## config.mk

```make
export PLATFORM = sky130hd
export DESIGN_NAME = rcmp_best
export DESIGN_NICKNAME = d
export VERILOG_FILES = /design/src/rtl/core/rcmp_pkg.sv /design/src/rtl/core/rcmp_best.sv
export SDC_FILE = /design/constraint.sdc
export NUM_CORES = 1
export LEC_CHECK = 0
export BUFFER_PORTS_ARGS = -buffer_cell sky130_fd_sc_hd__buf_2
export CAP_MARGIN = 10
export CORE_ASPECT_RATIO = 1.75
export CORE_UTILIZATION = 55
export DETAILED_ROUTE_END_ITERATION = 8
export PLACE_DENSITY = 0.85
export SLEW_MARGIN = 20
export SYNTH_ARGS = -nofsm -noshare
export SYNTH_HDL_FRONTEND = slang
export SYNTH_SLANG_ARGS = --single-unit
```

## constraint.sdc

```tcl
create_clock -name vclk -period 6.5
set_input_delay 0.65 -clock vclk [all_inputs]
set_output_delay 0.65 -clock vclk [all_outputs]
set_load 0.02 [all_outputs]
```

## src/rtl/core/rcmp_pkg.sv

```systemverilog
`timescale 1ns / 1ps

package rcmp_pkg;

    localparam int LEN_W = 11;
    localparam int CNT_W = 11;
    localparam int NUM_PIECES = 3;
    localparam int CFG_IDX_W = 2;

    localparam logic [CFG_IDX_W-1:0] REG_PIECE_A = 2'd0;
    localparam logic [CFG_IDX_W-1:0] REG_PIECE_B = 2'd1;
    localparam logic [CFG_IDX_W-1:0] REG_PIECE_C = 2'd2;

    localparam logic [LEN_W-1:0] PIECE_RESET = 11'd1;

    typedef struct packed {
        logic             reach;
        logic [CNT_W-1:0] count;
    } entry_t;

    localparam entry_t EMPTY_ENTRY = '{reach: 1'b0, count: '0};
    localparam entry_t ORIGIN_ENTRY = '{reach: 1'b1, count: '0};

    typedef struct packed {
        logic usable;
        logic fwd;
    } tap_ctl_t;

endpackage

```

## src/rtl/core/rcmp_best.sv

```systemverilog
`timescale 1ns / 1ps

module rcmp_best (
    input  rcmp_pkg::entry_t    rdata [rcmp_pkg::NUM_PIECES],
    input  rcmp_pkg::tap_ctl_t  tap [rcmp_pkg::NUM_PIECES],
    input  rcmp_pkg::entry_t    fwd_val,
    output rcmp_pkg::entry_t    best
);

    rcmp_pkg::entry_t                src [rcmp_pkg::NUM_PIECES];
    logic [rcmp_pkg::NUM_PIECES-1:0] ok;
    logic [rcmp_pkg::CNT_W-1:0]      cand [rcmp_pkg::NUM_PIECES];

    always_comb
    begin
        for (int p = 0; p < rcmp_pkg::NUM_PIECES; p++)
        begin
            src[p] = tap[p].fwd ? fwd_val : rdata[p];
            ok[p] = tap[p].usable & src[p].reach;
            cand[p] = src[p].count + rcmp_pkg::CNT_W'(1);
        end
    end

    always_comb
    begin
        best = rcmp_pkg::EMPTY_ENTRY;
        for (int p = 0; p < rcmp_pkg::NUM_PIECES; p++)
        begin
            if (ok[p] && (!best.reach || cand[p] > best.count))
            begin
                best.reach = 1'b1;
                best.count = cand[p];
            end
        end
    end

endmodule

```

==> results.txt <==
The run finished with clean final reports. After layout, the worst path uses 94.4% of the clock period. After detailed routing, the average wire length per cell comes to 16.4 um. For the worst setup path, the data required time is 5.85 ns.

Portion of the post-synthesis area used by sequential elements: 0%. Port buffering added 66 buffers. The number of placed instances, taps included, is 386. Fraction of final layout cells with drive strength greater than 1: 31.2%. The routed wire length was 6380 um; the initial antenna violation count was 0. The average instance area after synthesis came out at 7.47 sq um.

Leaving out fill and tap cells, the most frequent cell in the layout is sky130_fd_sc_hd__buf_2. The layout has 0 clock buffers. For the starting density of the core, the log shows 57.4%.

For this run, design rule violations remaining after detail routing come to 0. Final HPWL from detailed placement: 5330 um. The tools report the highest attainable clock frequency as 0.163 GHz.

The core region is 3590 sq um. In this run the most critical hold path is launched from tap[1]. For the via count of the first global-routing pass, the log shows 2320. The tools report the element type at the critical path start as an input port. Of all nets on the critical path, the largest fanout is 11.

The number of cells on the worst hold path works out to 4. The gate count of the mapped netlist is 276. For the arrival time reported for the critical path endpoint, the log shows 5.49 ns.

The logs give 1.69 ns for the worst hold slack and 0 ns for the final setup TNS. The critical path runs through a total of 23 cells. The layout overhead on the synthesized area came out at 22.8%. For this design, the slowest cell found on the critical path is sky130_fd_sc_hd__a211o_2.

The final hold violation count is 0, and the highest cell delay on the worst timing path is 0.44 ns. Counting stages on the worst path, the most repeated cell is sky130_fd_sc_hd__ha_1. Dividing total power by cell area gives a power density of 91.1 nW/um^2. For the layout sequential cell count, the log shows 0. Measured against its own limit, the worst slew margin works out to 63.6%. Across all layers, the routed design uses 2422 vias. After the flow finishes, the layout carries non-filler instances totaling 389. The transition at the pin with the smallest max-transition slack came out at 0.541 ns. The antenna diode instance count is 0, and the worst IR drop on VDD is 0.0658 mV. The tools report the total routing resource utilization after global routing as 32.1%.

Count of maximum capacitance violations: 0. The die covers 4010 sq um. The cell family contributing the most delay on the critical path is compound AO/OA/AOI/OAI gates. The first global-routing pass estimated 9630 um of wire.

For the global-route congestion overflow total, the log shows 0. The run gives 0.00117 uW as the static leakage. For this run, the number of Yosys warnings is 0. The synthesized netlist occupies a cell area of 2060 sq um. The critical path goes through buf_2 > mux2_2 > ha_1 > nand3b_1 > o22ai_2 > nand3b_1 > xor2_1 > nand2_1 > ha_1 > nand4_1 > a211oi_2 > a211oi_1 > a211o_2 > a32oi_1 > ha_1 > a211o_1 > a21oi_1 > a21oi_1 > o21ai_0 > a21oi_2 > buf_4 > mux2i_1 > buf_2. For this run, the detailed router's first-pass iteration total came to 4. Setup violations remaining at the end of the flow were counted as 0. Counting distinct cell types in the post-synthesis netlist gives 44. The minimum clock period is 6.14 ns, and the die outline width is 48.3 um. Setup repair after global routing left no endpoint under its margin. In this run the vertical extent of the chip is 83 um. The worst hold path terminates at best[11]. The kind of capture point of the worst setup path is a primary output. The critical path start-end classification was input port to primary output. Leaving out fill and tap cells, the most frequent cells in the layout are 66 x sky130_fd_sc_hd__buf_2, 32 x sky130_fd_sc_hd__mux2i_1, 29 x sky130_fd_sc_hd__nand2_1. The number of nets in the synthesized netlist is 355.

The logs give 72 for the DRC violation total after the first TritonRoute iteration and 424 for the number of nets in the layout. The logs give 66 for the number of top-level design ports and 0 for the final max-slew violation count. Class of the worst hold path: input port to primary output. The number of nets with antenna violations after routing was 0. The storage element area is 0 sq um, and the pin count of the biggest net entering global routing is 29. At the end of routability-driven placement, the weighted congestion stood at 0.948.

The number of buffers and inverters on the critical path is 3. In the routed layout, each cell is associated on average with a via count of 6.23. The number of rows in the core area is 29.
[kinds of logic (layout without fill, tap and decap cells)]
group                    Yosys count  in the layout  share of synthesized area, %
buffers and inverters             32             98                          7.16
XOR/XNOR                          31             31                          13.2
multiplexers                      43             43                          21.5
AND/OR/NAND/NOR                   89             89                          23.7
adder cells (fa/ha/maj)           25             25                          15.2
AO/OA/AOI/OAI                     56             57                          19.2
[Yosys cell counts, types with 2 or more instances]
| library cell | number | area share, % |
|---|---|---|
| sky130_fd_sc_hd__mux2i_1 | 32 | 16 |
| sky130_fd_sc_hd__clkbuf_1 | 4 | 0.73 |
| sky130_fd_sc_hd__a21oi_1 | 13 | 3.2 |
| sky130_fd_sc_hd__xnor2_1 | 21 | 8.9 |
| sky130_fd_sc_hd__o21a_1 | 2 | 0.73 |
| sky130_fd_sc_hd__and3b_1 | 3 | 1.3 |
| sky130_fd_sc_hd__o21ai_0 | 10 | 2.4 |
| sky130_fd_sc_hd__a21o_1 | 2 | 0.73 |
| sky130_fd_sc_hd__a211oi_1 | 5 | 1.8 |
| sky130_fd_sc_hd__nand3b_1 | 9 | 3.3 |
| sky130_fd_sc_hd__a211o_1 | 2 | 0.85 |
| sky130_fd_sc_hd__a32oi_1 | 11 | 4.7 |
| sky130_fd_sc_hd__inv_1 | 14 | 2.5 |
| sky130_fd_sc_hd__nand3_1 | 21 | 5.1 |
| sky130_fd_sc_hd__mux2_2 | 11 | 6.0 |
| sky130_fd_sc_hd__buf_4 | 2 | 0.73 |
| sky130_fd_sc_hd__nor2_1 | 4 | 0.73 |
| sky130_fd_sc_hd__a22oi_1 | 2 | 0.73 |
| sky130_fd_sc_hd__nand2_1 | 29 | 5.3 |
| sky130_fd_sc_hd__and3_1 | 6 | 1.8 |
| sky130_fd_sc_hd__buf_2 | 9 | 2.2 |
| sky130_fd_sc_hd__nand4_1 | 7 | 2.1 |
| sky130_fd_sc_hd__ha_1 | 25 | 15 |
| sky130_fd_sc_hd__nor2b_1 | 3 | 0.91 |
| sky130_fd_sc_hd__xor2_1 | 10 | 4.2 |
[layer usage]
metal	part of all wire, %	GRT usage (%)
met3	4.1	0.652
met1	36	32.5
met5	0	0
met4	6.5	15.7
met2	54	59.5
[area by class of cell]
cell class / instances / area, sq um
inverters: 14 / 52.6
fillers: 312 / 1060
multi-input cells: 245 / 1960
repair buffers: 84 / 465
well taps: 46 / 57.6
[how the worst max path moves through the flow]
stage | to | start | slack (ns)
after CTS | best[4] | tap[4] | 0.18
after floorplan | best[10] | tap[4] | 0.63
after detailed placement | best[4] | tap[4] | -0.37
after global placement | best[2] | tap[4] | -0.14
final | best[4] | tap[4] | 0.36
after global routing | best[4] | tap[4] | 0.04
[metrics by stage]
stage | total power (uW) | area (sq um) | utilization, % | setup slack [ns]
3_5_place_dp | 221 | 2470 | 68.9 | -0.370
6_report | 230 | 2530 | 70.5 | 0.362
5_1_grt | 253 | 2530 | 70.5 | 0.0406
4_1_cts | 223 | 2480 | 69.2 | 0.184
2_1_floorplan | 149 | 2060 | - | 0.630
3_3_place_gp | 216 | 2470 | 68.9 | -0.138
[report_power, final]
group | leakage (uW) | internal, uW | total (uW) | switching (uW)
combinational | 0.00117 | 98.8 | 230 | 132
sequential | 0 | 0 | 0 | 0
clock | 0 | 0 | 0 | 0
total | 0.00117 | 98.8 | 230 | 132
[what timing repair did]
action | in CTS | in global routing
hold endpoints to repair | 0 | 0
endpoints found under the setup margin | 11 | 11
resized for setup | 2 | 6
cloned | 0 | 1
setup buffers | 0 | 2
pin swaps | 0 | 2
hold buffers | 0 | 0
No activity file was read; power rests on OpenSTA's default activity.
